**src/rtl/hsj_pkg.sv**
```systemverilog
`default_nettype none

package hsj_pkg;

	// Tuple and key geometry
	localparam int NUM_COLS    = 4;
	localparam int VALUE_BITS  = 16;
	localparam int MAX_KEYS    = 4;
	localparam int KEY_BITS    = MAX_KEYS * VALUE_BITS;
	localparam int COUNT_BITS  = 24;
	localparam int EPOCH_BITS  = 8;
	localparam int IN_TDATA_W  = NUM_COLS * VALUE_BITS;
	localparam int OUT_TDATA_W = NUM_COLS * VALUE_BITS + COUNT_BITS;
	localparam int CMD_BITS    = 2;
	localparam int FLAG_BITS   = 2;
	localparam int APB_AW      = 4;
	localparam int APB_DW      = 32;

	// FNV-1a constants
	localparam logic [31:0] FNV_BASIS = 32'd2166136261;
	localparam logic [31:0] FNV_PRIME = 32'd16777619;

	// Command codes carried on the input tuser
	localparam logic [CMD_BITS-1:0] CMD_LOAD   = 2'd0;
	localparam logic [CMD_BITS-1:0] CMD_PROBE  = 2'd1;
	localparam logic [CMD_BITS-1:0] CMD_FINISH = 2'd2;

	// Register indexes (word address paddr[3:2])
	localparam logic [1:0] REG_KEY_COUNT     = 2'd0;
	localparam logic [1:0] REG_LEFT_COLUMNS  = 2'd1;
	localparam logic [1:0] REG_RIGHT_COLUMNS = 2'd2;

	typedef logic [NUM_COLS-1:0][VALUE_BITS-1:0] vals_t;
	typedef logic [MAX_KEYS-1:0][VALUE_BITS-1:0] key_t;

	typedef struct packed {
		logic [2:0] key_count;
		logic [7:0] left_columns;
		logic [7:0] right_columns;
	} cfg_t;

	typedef enum logic [1:0] {
		H_IDLE,
		H_ROUND,
		H_MOD,
		H_DONE
	} hash_state_t;

	typedef enum logic [2:0] {
		S_CLEAR,
		S_IDLE,
		S_HASH,
		S_READ,
		S_CHECK,
		S_EMIT
	} main_state_t;

	// Gather the key parts from the tuple; parts past the key count are zero.
	// Every 2-bit selector names an existing column.
	function automatic key_t build_key(vals_t vals, logic [7:0] sel, logic [2:0] kc);
		key_t key;
		logic [2:0] n;
		logic [1:0] col;
		n = (kc > 3'(MAX_KEYS)) ? 3'(MAX_KEYS) : kc;
		for (int i = 0; i < MAX_KEYS; i++) begin
			col = sel[2*i +: 2];
			key[i] = (3'(i) < n) ? vals[col] : '0;
		end
		return key;
	endfunction

endpackage

`default_nettype wire

```
**src/rtl/hsj_cfg.sv**
```systemverilog
`default_nettype none

module hsj_cfg (
	input  logic                        clk,
	input  logic                        arst_n,
	input  logic                        psel,
	input  logic                        penable,
	input  logic                        pwrite,
	input  logic [hsj_pkg::APB_AW-1:0]  paddr,
	input  logic [hsj_pkg::APB_DW-1:0]  pwdata,
	output logic [hsj_pkg::APB_DW-1:0]  prdata,
	output logic                        pready,
	output hsj_pkg::cfg_t               cfg
);

	import hsj_pkg::*;

	cfg_t cfg_q;
	logic wr_en;

	assign pready = 1'b1;
	assign wr_en  = psel && penable && pwrite;

	// register writes
	always_ff @(posedge clk or negedge arst_n) begin
		if (!arst_n) begin
			cfg_q <= '0;
		end else if (wr_en) begin
			case (paddr[3:2])
				REG_KEY_COUNT:     cfg_q.key_count     <= pwdata[2:0];
				REG_LEFT_COLUMNS:  cfg_q.left_columns  <= pwdata[7:0];
				REG_RIGHT_COLUMNS: cfg_q.right_columns <= pwdata[7:0];
				default: ;
			endcase
		end
	end

	// read back
	always_comb begin
		case (paddr[3:2])
			REG_KEY_COUNT:     prdata = APB_DW'(cfg_q.key_count);
			REG_LEFT_COLUMNS:  prdata = APB_DW'(cfg_q.left_columns);
			REG_RIGHT_COLUMNS: prdata = APB_DW'(cfg_q.right_columns);
			default:           prdata = '0;
		endcase
	end

	assign cfg = cfg_q;

endmodule

`default_nettype wire

```
**config.mk**
```make
export PLATFORM = sky130hd
export DESIGN_NAME = hsj_cfg
export DESIGN_NICKNAME = d
export VERILOG_FILES = /design/src/rtl/hsj_pkg.sv /design/src/rtl/hsj_cfg.sv
export SDC_FILE = /design/constraint.sdc
export NUM_CORES = 1
export LEC_CHECK = 0
export BUFFER_PORTS_ARGS = -buffer_cell sky130_fd_sc_hd__buf_2
export CAP_MARGIN = 20
export CORE_MARGIN = 4
export CORE_UTILIZATION = 35
export CTS_CLUSTER_SIZE = 24
export DETAILED_ROUTE_END_ITERATION = 6
export GPL_TIMING_DRIVEN = 0
export HOLD_SLACK_MARGIN = 0.06
export PLACE_DENSITY = 0.79
export SYNTH_ARGS = -nofsm -noshare
export SYNTH_HDL_FRONTEND = slang
export SYNTH_SLANG_ARGS = --single-unit
```
**constraint.sdc**
```tcl
create_clock -name clk -period 1.3 [get_ports clk]
set_input_delay 0.065 -clock clk [delete_from_list [all_inputs] [get_ports clk]]
set_output_delay 0.065 -clock clk [all_outputs]
set_load 0.01 [all_outputs]
```
==> results.toml <==
[worst_setup_path]
crit_path_max_incr_delay_ns = 0.66
cp-start-kind = "primary input"
critPathCaptureType = "flip-flop"
required_ns = 1.50
cp_slowest_cell = "nor3b_2"
critPathArrivalTime_ns = 1.34
worstSetupPathType = "primary input to flip-flop"
path_cells = "buf_2 -> nand3_1 -> nor3b_2 -> mux2_2"
path_max_fanout = 8

[clock_network]
cts_resized = 0
cts_buffer_depth = 2
htreeDepth = 1
clkSlewWorstSetupHoldPaths_ns = 0.11
insertion_delay_ns = 0.30
cts_root_buffer = "clkbuf_4"
numCtsBuffers = 3
clock-sinks = 19
cts_tree = "done"

[sta]
final_hold_viol_count = 0
finalClockSkew_ns = 0
relSlewSlack = 0.5147
layout_setup_ws_ns = 0.1559
finalCritPeriodShare = 0.8801
setup_tns_ns = 0
fin_crit_ns = 1.144
slew_viol_final = 0
fmaxAchievable_mhz = 874.1
setup-violations-final = 0
tightest_slew_ns = 0.7248
rsz0062_at_grt = "no"

[placement]
routabilityCongestion = 0.7503
numPortBuffers = 40
dp_slack_ns = -0.1823
dp_hpwl_um = 1866

[power_and_ir_drop]
powerDensity_nw_per_um2 = 1181
power.leakage_nw = 0.8674
peakVddDrop_uv = 901.5

[yosys]
yosysUniqueCellTypes = 17
yosysTopAreaCellShare = 0.4378
yosysSeqAreaShare = 0.4378
yosysTopAreaCell = "dfrtp_1"
avgSynthCellArea_um2 = 12.34
ys_top_cells_by_area = "dfrtp_1 (44%), buf_4 (17%), mux2_2 (11%)"
synth-seq-cells = 19
netlist_instances = 88
syn-cell-area_um2 = 1086
yosysWarnings = 0

[grt]
grt_max_degree = 20
grt_overflow = 0
antenna_found_initial = 0
grt_use_total = 0.1236
grt_pass1_wl_um = 3926
grt_pass1_vias = 861

[finish]
num_antenna_cells = 0
drive_gt1_frac = 0.5549
mostFrequentLayoutCell = "buf_2"
final_cell_mix = "buf_2 (40), buf_4 (25), conb_1 (25)"
final_nets = 206
syn_to_final_growth_pct = 40.78
seq_area_um2 = 475.5
largest_reg_flops = 19
n_fill_cell = 253
multi_input_area_um2 = 483.0

[floorplanning]
die_w_um = 63.71
dieArea_um2 = 4058
initial_utilization = 0.3807
io_pins = 93
rows = 19
coreArea_um2 = 2853
die_y_um = 63.71

[drt]
drt_iter0_markers = 10
drc = 0
wl_um = 2410
post_drt_wl_per_cell_um = 12.36
dr.pass1.iters = 4
num_vias = 848
drtAntennaViolNets = 0
viasPerCell = 4.349

[status]
status = "completed"

[min_path]
hp-class = "primary input to flip-flop"

[flow_run]
maxCapViolCount = 0
[routing by layer]
layer  up-vias  GRT usage  wire length [µm]
li1        406          -                 -
met1       381     0.1381               975
met2        57     0.2151              1128
met3         4    0.03197               266
met4         0    0.06469                40
met5         -          0                 0
[power breakdown]
group | switching, mW | internal [mW]
logic | 0.293 | 0.369
clock network | 0.191 | 0.115
registers | 0.109 | 0.728
total | 0.594 | 1.21
[metrics by stage]
stage	instance area, µm²	std cells	hold slack (ns)	util	total power, mW
3_3_place_gp	1411	182	0.01684	0.4947	1.469
2_1_floorplan	1172	111	-0.2306	-	1.227
4_1_cts	1529	195	0.2034	0.5360	1.821
3_5_place_dp	1411	182	0.02704	0.4947	1.493
6_report	1529	195	0.2036	0.5360	1.806
5_1_grt	1529	195	0.2213	0.5360	1.925
[final cells by class]
cell class	count	share of cell area
multi-input cells	64	0.3159
flip-flops and latches	19	0.3110
repair buffers	49	0.1899
plain buffers	28	0.1399
well taps	31	0.02537
clock buffers	3	0.01473
clock inverters	1	0.003273
[kinds of logic after synthesis]
group | Yosys count | share of synthesized area
buffers and inverters | 28 | 0.1970
multiplexers | 22 | 0.2523
flip-flops | 19 | 0.4378
AND/OR/NAND/NOR | 9 | 0.05184
AO/OA/AOI/OAI | 8 | 0.05414
other | 2 | 0.006915
[final timing paths]
kind,from,endpoint,slack [ns],depth (start not counted)
setup / recovery,pwrite,cfg[13]$_DFFE_PN0P_,0.16,4
min in group asynchronous,arst_n,cfg[18]$_DFFE_PN0P_,0.21,2
hold / removal,paddr[2],cfg[17]$_DFFE_PN0P_,0.20,3
max in group asynchronous,arst_n,cfg[3]$_DFFE_PN0P_,0.79,2
hold reg to reg,cfg[15]$_DFFE_PN0P_,cfg[15]$_DFFE_PN0P_,0.55,1
setup reg to reg,cfg[18]$_DFFE_PN0P_,cfg[18]$_DFFE_PN0P_,0.50,1
[synth_stat cells]
library cell / instances
a22o_1: 5
and2b_1: 1
buf_4: 25
buf_6: 2
clkbuf_1: 1
conb_1: 2
dfrtp_1: 19
mux2_2: 11
mux2_4: 8
mux2i_1: 3
nand2_1: 3
nand3_1: 1
nor2b_1: 1
nor3_1: 1
nor3b_2: 1
o21ai_0: 3
or3b_1: 1
[worst max-delay path: cells and delay by family]
family,cells,cell delay [ns]
buffers and inverters,1,0.08
multiplexers,1,0.41
AND/OR/NAND/NOR,2,0.80
[repair_timing]
| action | CTS | global route |
|---|---|---|
| endpoints found under the hold margin | 38 | 0 |
| hold buffers | 9 | 0 |
| buffers inserted | 0 | 0 |
Note: power is estimated with default switching activity, not from simulation.
