==> src/rtl/hsj_pkg.sv <==
`default_nettype none

package hsj_pkg;

	// Tuple and key geometry
	localparam int NUM_COLS    = 4;
	localparam int VALUE_BITS  = 16;
	localparam int MAX_KEYS    = 4;
	localparam int KEY_BITS    = MAX_KEYS * VALUE_BITS;
	localparam int COUNT_BITS  = 24;
	localparam int EPOCH_BITS  = 8;
	localparam int IN_TDATA_W  = NUM_COLS * VALUE_BITS;
	localparam int OUT_TDATA_W = NUM_COLS * VALUE_BITS + COUNT_BITS;
	localparam int CMD_BITS    = 2;
	localparam int FLAG_BITS   = 2;
	localparam int APB_AW      = 4;
	localparam int APB_DW      = 32;

	// FNV-1a constants
	localparam logic [31:0] FNV_BASIS = 32'd2166136261;
	localparam logic [31:0] FNV_PRIME = 32'd16777619;

	// Command codes carried on the input tuser
	localparam logic [CMD_BITS-1:0] CMD_LOAD   = 2'd0;
	localparam logic [CMD_BITS-1:0] CMD_PROBE  = 2'd1;
	localparam logic [CMD_BITS-1:0] CMD_FINISH = 2'd2;

	// Register indexes (word address paddr[3:2])
	localparam logic [1:0] REG_KEY_COUNT     = 2'd0;
	localparam logic [1:0] REG_LEFT_COLUMNS  = 2'd1;
	localparam logic [1:0] REG_RIGHT_COLUMNS = 2'd2;

	typedef logic [NUM_COLS-1:0][VALUE_BITS-1:0] vals_t;
	typedef logic [MAX_KEYS-1:0][VALUE_BITS-1:0] key_t;

	typedef struct packed {
		logic [2:0] key_count;
		logic [7:0] left_columns;
		logic [7:0] right_columns;
	} cfg_t;

	typedef enum logic [1:0] {
		H_IDLE,
		H_ROUND,
		H_MOD,
		H_DONE
	} hash_state_t;

	typedef enum logic [2:0] {
		S_CLEAR,
		S_IDLE,
		S_HASH,
		S_READ,
		S_CHECK,
		S_EMIT
	} main_state_t;

	// Gather the key parts from the tuple; parts past the key count are zero.
	// Every 2-bit selector names an existing column.
	function automatic key_t build_key(vals_t vals, logic [7:0] sel, logic [2:0] kc);
		key_t key;
		logic [2:0] n;
		logic [1:0] col;
		n = (kc > 3'(MAX_KEYS)) ? 3'(MAX_KEYS) : kc;
		for (int i = 0; i < MAX_KEYS; i++) begin
			col = sel[2*i +: 2];
			key[i] = (3'(i) < n) ? vals[col] : '0;
		end
		return key;
	endfunction

endpackage

`default_nettype wire

==> src/rtl/hsj_hash.sv <==
`default_nettype none

module hsj_hash #(
	parameter int KEY_SLOTS = 1024
) (
	input  logic                         clk,
	input  logic                         arst_n,
	input  logic                         start,
	input  hsj_pkg::key_t                key,
	output logic                         done,
	output logic [$clog2(KEY_SLOTS)-1:0] slot
);

	import hsj_pkg::*;

	localparam int IDX_W = $clog2(KEY_SLOTS);
	localparam int RND_W = $clog2(MAX_KEYS);
	localparam bit POW2  = (KEY_SLOTS & (KEY_SLOTS - 1)) == 0;
	localparam logic [RND_W-1:0] LAST_RND = RND_W'(MAX_KEYS - 1);
	localparam logic [IDX_W:0]   MODULUS  = (IDX_W + 1)'(KEY_SLOTS);
	localparam logic [31:0]      SLOTS_W  = 32'(KEY_SLOTS);
	// floor(2^32 / KEY_SLOTS): the quotient estimate is low by at most one
	localparam logic [31:0]      RECIP    = 32'((64'd1 << 32) / KEY_SLOTS);

	hash_state_t      state_q, state_d;
	logic [RND_W-1:0] rnd_q;
	logic [31:0]      h_q;
	key_t             key_q;
	logic [1:0]       step_q;
	logic [31:0]      quo_q;
	logic [IDX_W:0]   r_q;
	logic [63:0]      prod;
	logic [31:0]      diff;

	// next state
	always_comb begin
		state_d = state_q;
		case (state_q)
			H_IDLE:  if (start) state_d = H_ROUND;
			H_ROUND: if (rnd_q == LAST_RND) state_d = POW2 ? H_DONE : H_MOD;
			H_MOD:   if (step_q == 2'd2) state_d = H_DONE;
			H_DONE:  state_d = H_IDLE;
			default: state_d = H_IDLE;
		endcase
	end

	// outputs
	always_comb begin
		done = (state_q == H_DONE);
		slot = POW2 ? h_q[IDX_W-1:0] : r_q[IDX_W-1:0];
	end

	always_ff @(posedge clk or negedge arst_n) begin
		if (!arst_n) begin
			state_q <= H_IDLE;
		end else begin
			state_q <= state_d;
		end
	end

	// remainder by reciprocal: quotient estimate, difference, one correction
	assign prod = 64'(h_q) * 64'(RECIP);
	assign diff = h_q - quo_q * SLOTS_W;

	// one FNV round per cycle, then three remainder steps when not a power of two
	always_ff @(posedge clk) begin
		case (state_q)
			H_IDLE: begin
				if (start) begin
					key_q <= key;
					h_q   <= FNV_BASIS;
					rnd_q <= '0;
				end
			end
			H_ROUND: begin
				h_q    <= (h_q ^ 32'(key_q[rnd_q])) * FNV_PRIME;
				rnd_q  <= rnd_q + 1'b1;
				step_q <= '0;
			end
			H_MOD: begin
				case (step_q)
					2'd0:    quo_q <= prod[63:32];
					2'd1:    r_q   <= diff[IDX_W:0];
					default: r_q   <= (r_q >= MODULUS) ? r_q - MODULUS : r_q;
				endcase
				step_q <= step_q + 1'b1;
			end
			default: ;
		endcase
	end

endmodule

`default_nettype wire

==> config.mk <==
export PLATFORM = sky130hd
export DESIGN_NAME = hsj_hash
export DESIGN_NICKNAME = d
export VERILOG_FILES = /design/src/rtl/hsj_pkg.sv /design/src/rtl/hsj_hash.sv
export SDC_FILE = /design/constraint.sdc
export NUM_CORES = 1
export LEC_CHECK = 0
export BUFFER_PORTS_ARGS = -buffer_cell sky130_fd_sc_hd__buf_2
export CAP_MARGIN = 20
export CORE_ASPECT_RATIO = 1.1
export CORE_MARGIN = 2
export CORE_UTILIZATION = 41
export DETAILED_ROUTE_END_ITERATION = 10
export PLACE_DENSITY = 0.73
export SETUP_SLACK_MARGIN = 0.2
export SYNTH_ARGS = -nofsm -noshare
export SYNTH_HDL_FRONTEND = slang
export SYNTH_SLANG_ARGS = --single-unit
==> constraint.sdc <==
create_clock -name clk -period 7.46 [get_ports clk]
set_clock_uncertainty 0.05 [all_clocks]
set_input_delay 0.373 -clock clk [delete_from_list [all_inputs] [get_ports clk]]
set_output_delay 0.373 -clock clk [all_outputs]
set_load 0.02 [all_outputs]
==> qor.txt, run 1 <==
Mapped Cells: 193
die area: 8090 um2
status: finished clean
Final setup viols: 0
Total Routing Usage GR: 0.130
Synth Area in Simple Gates: 0.0430
max-capacitance violation count: 0
Longest Clk Path Bufs: 2
vias in the first global route: 1,713
via count: 1,644
PortBufs: 53
Setup TNS: 0 ns
crit-path leading delay family: XOR/XNOR gates
Synth Area in Compound Gates: 0.0240
Die Ht: 94.1 um
I/O Pins: 78
nature of the critical path startpoint: flip-flop
largest net degree at the start of global routing: 41
core box area: 7090 um2
later-pin clock latency in the skew report: 0.31 ns
Arr. time, crit path: 5.09 ns
# rows: 32
Initial Util: 0.427
Final Wtd Congestion: 0.827
CTS tree: done
initial antenna violation count: 0
DRC: 0
DR pass1 iterations: 4
crit-path cells: mux4_1, xnor2_1, inv_1, ha_1, ha_1, ha_1, ha_1, inv_1, fa_1, xor2_1, xnor2_1, xnor2_1, xnor3_1, xnor2_1, and2_1
worst relative slew slack: 0.407
first-pass GRT wire length: 7.90 mm
main flop type after synthesis: edfxtp_1
top cells by area, synth: edfxtp_1, ha_1, mux4_1
syn avg cell area: 15.7 um2
vias per inst: 4.89
Req. time, crit path: 7.49 ns
fin nets: 358
most frequent cells after synthesis: edfxtp_1, ha_1, inv_1
sequential fraction of the synthesis area: 0.552
Clock transition at path regs: 0.10 ns
Tightest Pin Transition: 0.890 ns
fin crit share: 0.678
Yosys top cell area share: 0.536
Final Hold Vio Count: 0
Synth Net Count: 300
mux cell area share after synthesis: 0.0880
Yosys cell types: 30
CTS Sinks: 56
Post-Syn Area: 3030 um2
die width: 85.9 um
layout cell share with drive strength beyond 1: 0.271
gr ovfl total: 0
DP HPWL: 3.61 mm
root buf cell: clkbuf_8
Tmin final: 5.06 ns
cts bufs inserted: 5
CP max-delay cell: edfxtp_1
WS Path Type: flip-flop to flip-flop
Post-synth EDFFs: 54
synthesized-area fraction occupied by adder cells: 0.173
Async S/R FF share, synth: 0.0357
number of synthesized register bits: 56
Min-Delay Path Class: primary input to flip-flop
Synth area leader: edfxtp_1
H-tree levels: 2
most common cell in the netlist: edfxtp_1
Buf/Inv on CP: 2
Fillers: 587
Post-Synth XOR/XNOR Area: 0.0901
Slew Viols, Final: 0
largest family of logic cells by synthesized area: adder cells
ANT cells: 0
Largest stage delay, worst path: 0.77 ns
CP Capture Type: flip-flop
worst-path fanout max: 12
area grow syn2layout: 16.2%
Routed Antenna Nets: 0
WL/cell: 13.9 um
Max Fclk: 0.198 GHz
DRC marker count from the first detailed-route iteration: 42
RSZ-0062 raised after global routing: false
Post-Route WL: 4.68 mm
Ys Warns: 0
==> through the flow <==
step	utilization	cells	setup WS, ns	hold WS, ns	instance area (um2)
after floorplan	-	193	3.01	0.0274	3030
after global placement	0.477	328	2.44	0.110	3380
after detailed placement	0.477	328	2.36	0.114	3380
after CTS	0.497	336	2.33	0.173	3520
after global routing	0.497	336	2.06	0.161	3520
final	0.497	336	2.40	0.182	3520
==> cell usage in the layout (no fill, tap or decap), types with 3 or more instances in the layout <==
cell,n
a21oi_1,5
xnor2_1,12
buf_2,53
o21ai_0,3
nor2_1,7
nand2_1,4
fa_1,3
nand2b_1,3
and2_1,4
clkbuf_8,5
inv_1,19
nor2b_1,3
xor2_1,11
ha_1,37
edfxtp_1,54
mux4_1,8
==> cell families (layout without fill, tap and decap cells) <==
group           Yosys count  after routing
simple gates             25             25
xor+xnor                 27             27
buf+inv                  22             80
fa+ha+maj                40             40
flops                    56             56
compound gates           12             12
mux                      11             11
==> layout make-up <==
| type | count | area [um2] | share of cell area |
|---|---|---|---|
| clock buffer | 5 | 68.8 | 0.0196 |
| clock inverter | 2 | 60.1 | 0.0171 |
| inverter | 19 | 71.3 | 0.0203 |
| multi-input combinational | 115 | 1270 | 0.360 |
| sequential | 56 | 1670 | 0.475 |
| tap | 85 | 106 | 0.0302 |
| timing repair buffer | 54 | 275 | 0.0782 |
==> path summary, 6_finish.rpt <==
check                      startpoint          to  slack (ns)  depth (start not counted)
max                          rnd_q[0]      h_q[9]        2.40                         15
min                           key[57]   key_q[57]        0.18                          1
max reg2reg                  rnd_q[0]      h_q[9]        2.40                         15
min reg2reg                 step_q[0]   step_q[0]        0.53                          1
max in group asynchronous      arst_n  state_q[1]        6.95                          2
min in group asynchronous      arst_n  state_q[0]        0.31                          2
==> worst reg2reg max path, stage by stage, from the launching register on <==
cell and delay (ns):
edfxtp_1 0.77, mux4_1 0.68, xnor2_1 0.46, inv_1 0.11
ha_1 0.22, ha_1 0.28, ha_1 0.30, ha_1 0.28
inv_1 0.05, fa_1 0.43, xor2_1 0.17, xnor2_1 0.18
xnor2_1 0.14, xnor3_1 0.43, xnor2_1 0.13, and2_1 0.15
==> registers in the layout (all words and copies together) (netlist names) <==
register and cells:
key_q 40, h_q 10, rnd_q 2, state_q 2, step_q 2
==> what timing repair did <==
action,4_1_cts,5_1_grt
hold endpoints to repair,2,0
buffers inserted,0,0
gates resized for setup,0,0
hold buffers,1,0
==> per-layer routing <==
layer / GRT usage / routed length, um
met5: 0 / 0
met3: 0.0334 / 179
met2: 0.225 / 2470
met1: 0.152 / 1940
met4: 0.0516 / 85
Power of run 1 is not shown: default switching activity piles up to over one toggle a cycle in this logic, so the estimate is an artifact.
==> run 2, diff against run 1 <==
--- a/config.mk
+++ b/config.mk
@@ -11,7 +11,7 @@
 export CORE_MARGIN = 2
 export CORE_UTILIZATION = 41
 export DETAILED_ROUTE_END_ITERATION = 10
-export PLACE_DENSITY = 0.73
+export PLACE_DENSITY = 0.76
 export SETUP_SLACK_MARGIN = 0.2
 export SYNTH_ARGS = -nofsm -noshare
 export SYNTH_HDL_FRONTEND = slang
==> constraint.sdc (replaced) <==
create_clock -name clk -period 4.2 [get_ports clk]
set_clock_uncertainty 0.05 [all_clocks]
set_input_delay 0.21 -clock clk [delete_from_list [all_inputs] [get_ports clk]]
set_output_delay 0.21 -clock clk [all_outputs]
set_load 0.02 [all_outputs]
==> qor.txt, run 2 (synthesized netlist as in run 1, its figures left out) <==
status: finished clean
core box area: 7090 um2 (unchanged)
Max Fclk: 0.244 GHz (+23%)
DP HPWL: 3.75 mm (+4.0%)
I/O Pins: 78 (unchanged)
post-route cell area: 4070 um2 (+16%)
CP Capture Type: flip-flop
gr ovfl total: 0 (unchanged)
fin nets: 390 (+8.9%)
Die Ht: 94.1 um (unchanged)
Total Routing Usage GR: 0.135 (+0.00577)
commonest non-fill, non-tap cells in the layout: edfxtp_1, buf_2, buf_4
H-tree levels: 2 (unchanged)
RSZ-0062 raised after global routing: true
CTS Sinks: 56 (unchanged)
Largest Register: key_q
WL/cell: 14.1 um (+1.6%)
fin crit share: 0.976 (+0.298)
Final Wtd Congestion: 0.805 (-2.7%)
worst-path fanout max: 7 (-5)
# rows: 32 (unchanged)
Slew Viols, Final: 0 (unchanged)
Finished Layout Cells: 368 (+9.5%)
Final Hold Vio Count: 0 (unchanged)
Post-Route WL: 5.21 mm (+11%)
first-pass GRT wire length: 8.43 mm (+6.7%)
Worst R2R Start: rnd_q[0]
Longest Clk Path Bufs: 2 (unchanged)
PortBufs: 53 (unchanged)
Final setup viols: 0 (unchanged)
later-pin clock latency in the skew report: 0.31 ns (about the same)
DRC marker count from the first detailed-route iteration: 51 (+21%)
initial antenna violation count: 0 (unchanged)
placed cell count: 341 (+4.0%)
Req. time, crit path: 4.22 ns (-3.27 ns)
ANT cells: 0 (unchanged)
DRC: 0 (unchanged)
Final Core Density: 0.575 (+0.0782)
DP Area: 3580 um2 (+5.8%)
largest net degree at the start of global routing: 41 (unchanged)
via count: 1,775 (+8.0%)
Clock transition at path regs: 0.09 ns (about the same)
Fillers: 529 (-9.9%)
vias per inst: 4.82 (-1.4%)
final worst setup slack: 0.0987 ns (-2.30 ns)
max reg flops: 40 (unchanged)
die width: 85.9 um (unchanged)
biggest regs: key_q x40, h_q x10
Critical Path Start: rnd_q[0]
vias in the first global route: 1,859 (+8.5%)
worst relative slew slack: 0.413 (+0.00628)
cts bufs inserted: 5 (unchanged)
layout cell share with drive strength beyond 1: 0.509 (+0.238)
root buf cell: clkbuf_8
die area: 8090 um2 (unchanged)
Arr. time, crit path: 4.12 ns (-0.97 ns)
Initial Util: 0.427 (unchanged)
CTS tree: done
Setup Slack @ Placement: 0.0210 ns (-2.34 ns)
WS Path Type: flip-flop to flip-flop
Min-Delay Path Class: primary input to flip-flop
nature of the critical path startpoint: flip-flop
max-capacitance violation count: 0 (unchanged)
area grow syn2layout: 34.5%
Routed Antenna Nets: 0 (unchanged)
commonest non-fill, non-tap cell in the layout: edfxtp_1
Worst Hold Launch: key[2]
Tightest Pin Transition: 0.880 ns (-0.00943 ns)
DR pass1 iterations: 4 (unchanged)
Tmin final: 4.10 ns (-0.960 ns)
run 2: per-stage QoR:
| stage | hold WS [ns] | setup TNS (ns) |
|---|---|---|
| after floorplan | -0.136 | 0 |
| after global placement | -0.0524 | 0 |
| after detailed placement | -0.0528 | 0 |
| after CTS | 0.0145 | 0 |
| after global routing | 0.00468 | -0.0742 |
| final | 0.0202 | 0 |
run 2: routing by layer:
metal,wire length (um),vias up,track usage
met5,0,-,0
met4,66,0,0.0423
met3,201,7,0.0264
met2,2830,36,0.240
met1,2110,866,0.165
li1,-,866,-
run 2: path summary, 6_finish.rpt:
| path | endpoint | slack, ns | cells after the start |
|---|---|---|---|
| min in group asynchronous | state_q[1] | 0.15 | 2 |
| worst min-delay path | key_q[2] | 0.02 | 1 |
| worst max-delay path | h_q[9] | 0.1 | 17 |
| worst max register to register | h_q[9] | 0.1 | 17 |
| max in group asynchronous | state_q[0] | 3.86 | 2 |
| worst min register to register | step_q[0] | 0.52 | 1 |
run 2: area by class of cell:
class,count,area (um2),area share
sequential,56,1670,0.410
timing repair buffer,86,556,0.136
tap,85,106,0.0261
inverter,19,71.3,0.0175
clock inverter,2,7.51,0.00184
multi-input combinational,115,1590,0.391
clock buffer,5,68.8,0.0169
run 2: repair_timing:
item                                    in CTS  in global routing
endpoints found under the hold margin        2                  0
hold buffers                                 1                  0
endpoints found under the setup margin       2                  3
pin swaps                                   23                 19
resized for setup                           22                 19
buffers inserted                            15                  4
run 2: critical path: stages, from the launching register on:
cell	delay, ns
edfxtp_1	0.42
buf_12	0.15
buf_12	0.10
mux4_2	0.55
xnor2_4	0.19
inv_2	0.07
ha_4	0.16
ha_4	0.26
ha_4	0.19
ha_4	0.21
fa_1	0.53
ha_4	0.30
o21ai_1	0.07
a21oi_2	0.13
o21a_1	0.15
nor2_2	0.04
xnor2_1	0.11
and2_1	0.15
Power of run 2 is left out for the same reason.
==> run 3, diff against run 2 <==
--- a/config.mk
+++ b/config.mk
@@ -11,7 +11,7 @@
 export CORE_MARGIN = 2
 export CORE_UTILIZATION = 41
 export DETAILED_ROUTE_END_ITERATION = 10
-export PLACE_DENSITY = 0.76
+export PLACE_DENSITY = 0.73
 export SETUP_SLACK_MARGIN = 0.2
 export SYNTH_ARGS = -nofsm -noshare
 export SYNTH_HDL_FRONTEND = slang
==> constraint.sdc (replaced) <==
create_clock -name clk -period 4.77 [get_ports clk]
set_clock_uncertainty 0.05 [all_clocks]
set_input_delay 0.2385 -clock clk [delete_from_list [all_inputs] [get_ports clk]]
set_output_delay 0.2385 -clock clk [all_outputs]
set_load 0.02 [all_outputs]
==> qor.txt, run 3 (synthesized netlist as in run 1, its figures left out) <==
Final Core Density: 0.511 (-0.0641)
RSZ-0062 raised after global routing: false
Die Ht: 94.1 um (unchanged)
Final Hold Vio Count: 0 (unchanged)
commonest non-fill, non-tap cell in the layout: edfxtp_1
area grow syn2layout: 19.5%
DR pass1 iterations: 4 (unchanged)
reg2reg setup slack: 0.41 ns (+0.31 ns)
Setup TNS: 0 ns (unchanged)
PortBufs: 53 (unchanged)
initial antenna violation count: 0 (unchanged)
die width: 85.9 um (unchanged)
placed cell count: 335 (-1.8%)
fin crit share: 0.915 (-0.0614)
Final Wtd Congestion: 0.843 (+4.7%)
gr ovfl total: 0 (unchanged)
H-tree levels: 2 (unchanged)
Req. time, crit path: 4.78 ns (+0.56 ns)
Max Fclk: 0.229 GHz (-6.0%)
Finished Layout Cells: 347 (-5.7%)
nature of the critical path startpoint: flip-flop
Post-Route WL: 4.74 mm (-9.0%)
Total Routing Usage GR: 0.127 (-0.00842)
biggest regs: key_q x40, h_q x10
# rows: 32 (unchanged)
Tmin final: 4.36 ns (+0.264 ns)
WL/cell: 13.7 um (-3.5%)
max reg flops: 40 (unchanged)
later-pin clock latency in the skew report: 0.31 ns (about the same)
status: finished clean
Clock transition at path regs: 0.11 ns (+0.02 ns)
DP HPWL: 3.62 mm (-3.3%)
max-capacitance violation count: 0 (unchanged)
cts bufs inserted: 5 (unchanged)
reg-to-reg endpoint: h_q[9]
via count: 1,693 (-4.6%)
vias per inst: 4.88 (+1.2%)
commonest non-fill, non-tap cells in the layout: edfxtp_1, buf_2, ha_1
Reg2Reg Depth: 16 (-1)
ANT cells: 0 (unchanged)
DRC: 0 (unchanged)
die area: 8090 um2 (unchanged)
Initial Util: 0.427 (unchanged)
Routed Antenna Nets: 0 (unchanged)
CP Capture Type: flip-flop
Fillers: 601 (+14%)
first-pass GRT wire length: 7.96 mm (-5.6%)
Arr. time, crit path: 4.38 ns (+0.26 ns)
Final setup viols: 0 (unchanged)
DRC marker count from the first detailed-route iteration: 28 (-45%)
Min-Delay Path Class: primary input to flip-flop
CTS tree: done
CTS Sinks: 56 (unchanged)
Tightest Pin Transition: 0.875 ns (-0.00553 ns)
Worst R2R Start: rnd_q[0]
Longest Clk Path Bufs: 2 (unchanged)
worst-path fanout max: 6 (-1)
hold path depth: 1 (unchanged)
layout cell share with drive strength beyond 1: 0.324 (-0.184)
I/O Pins: 78 (unchanged)
largest net degree at the start of global routing: 41 (unchanged)
vias in the first global route: 1,736 (-6.6%)
Hold EP: key_q[37]
Worst Hold Launch: key[37]
WS Path Type: flip-flop to flip-flop
Slew Viols, Final: 0 (unchanged)
Largest Register: key_q
root buf cell: clkbuf_8
fin nets: 368 (-5.6%)
core box area: 7090 um2 (unchanged)
worst relative slew slack: 0.417 (+0.00369)
## run 3: what timing repair did
| item | CTS | global route |
|---|---|---|
| gates resized for setup | 4 | 5 |
| setup endpoints to repair | 1 | 1 |
| hold buffers | 1 | 0 |
| pin swaps | 1 | 4 |
| endpoints found under the hold margin | 2 | 0 |
| cloned | 0 | 0 |
| buffers inserted | 1 | 2 |
## run 3: final cells by class
cell class	instances	area [um2]	share of cell area
sequential	56	1670	0.462
inverter	19	71.3	0.0197
timing repair buffer	64	367	0.101
clock inverter	2	35.0	0.00968
clock buffer	6	72.6	0.0200
multi-input combinational	115	1300	0.358
tap	85	106	0.0294
## run 3: worst max-delay path by stage
stage                   from  endpoint  slack [ns]  depth (start not counted)
finish              rnd_q[0]    h_q[9]        0.41                         16
global route        rnd_q[0]    h_q[9]        0.19                         18
CTS                 rnd_q[0]    h_q[9]        0.20                         16
detailed placement  rnd_q[0]    h_q[9]        0.19                         15
global placement    rnd_q[0]    h_q[9]        0.19                         15
floorplan           rnd_q[0]    h_q[9]        0.32                         16
## run 3: worst max-delay path: stages (launching register included)
cell and delay, ns:
edfxtp_1 0.42, buf_4 0.17, buf_12 0.13, mux4_2 0.47, xor2_2 0.20, ha_1 0.28
ha_1 0.31, ha_1 0.28, ha_1 0.27, inv_1 0.05, fa_1 0.43, xor2_1 0.20
xnor2_1 0.16, xnor2_1 0.15, xnor3_1 0.25, xnor2_1 0.13, and2_1 0.15
## run 3: metrics by stage
stage               instance area [um2]  hold slack, ns  worst slack [ns]
floorplan                          3030          -0.107             0.318
global placement                   3450         -0.0250             0.194
detailed placement                 3450         -0.0238             0.195
CTS                                3590          0.0456             0.203
global route                       3620          0.0352             0.191
finish                             3620          0.0429             0.405
## run 3: metal layers
| metal | up-vias | wire length (um) | GRT usage |
|---|---|---|---|
| met3 | 5 | 181 | 0.0290 |
| met1 | 823 | 1990 | 0.150 |
| met5 | - | 0 | 0 |
| li1 | 834 | - | - |
| met2 | 31 | 2500 | 0.228 |
| met4 | 0 | 66 | 0.0397 |
Power of run 3 is left out for the same reason.
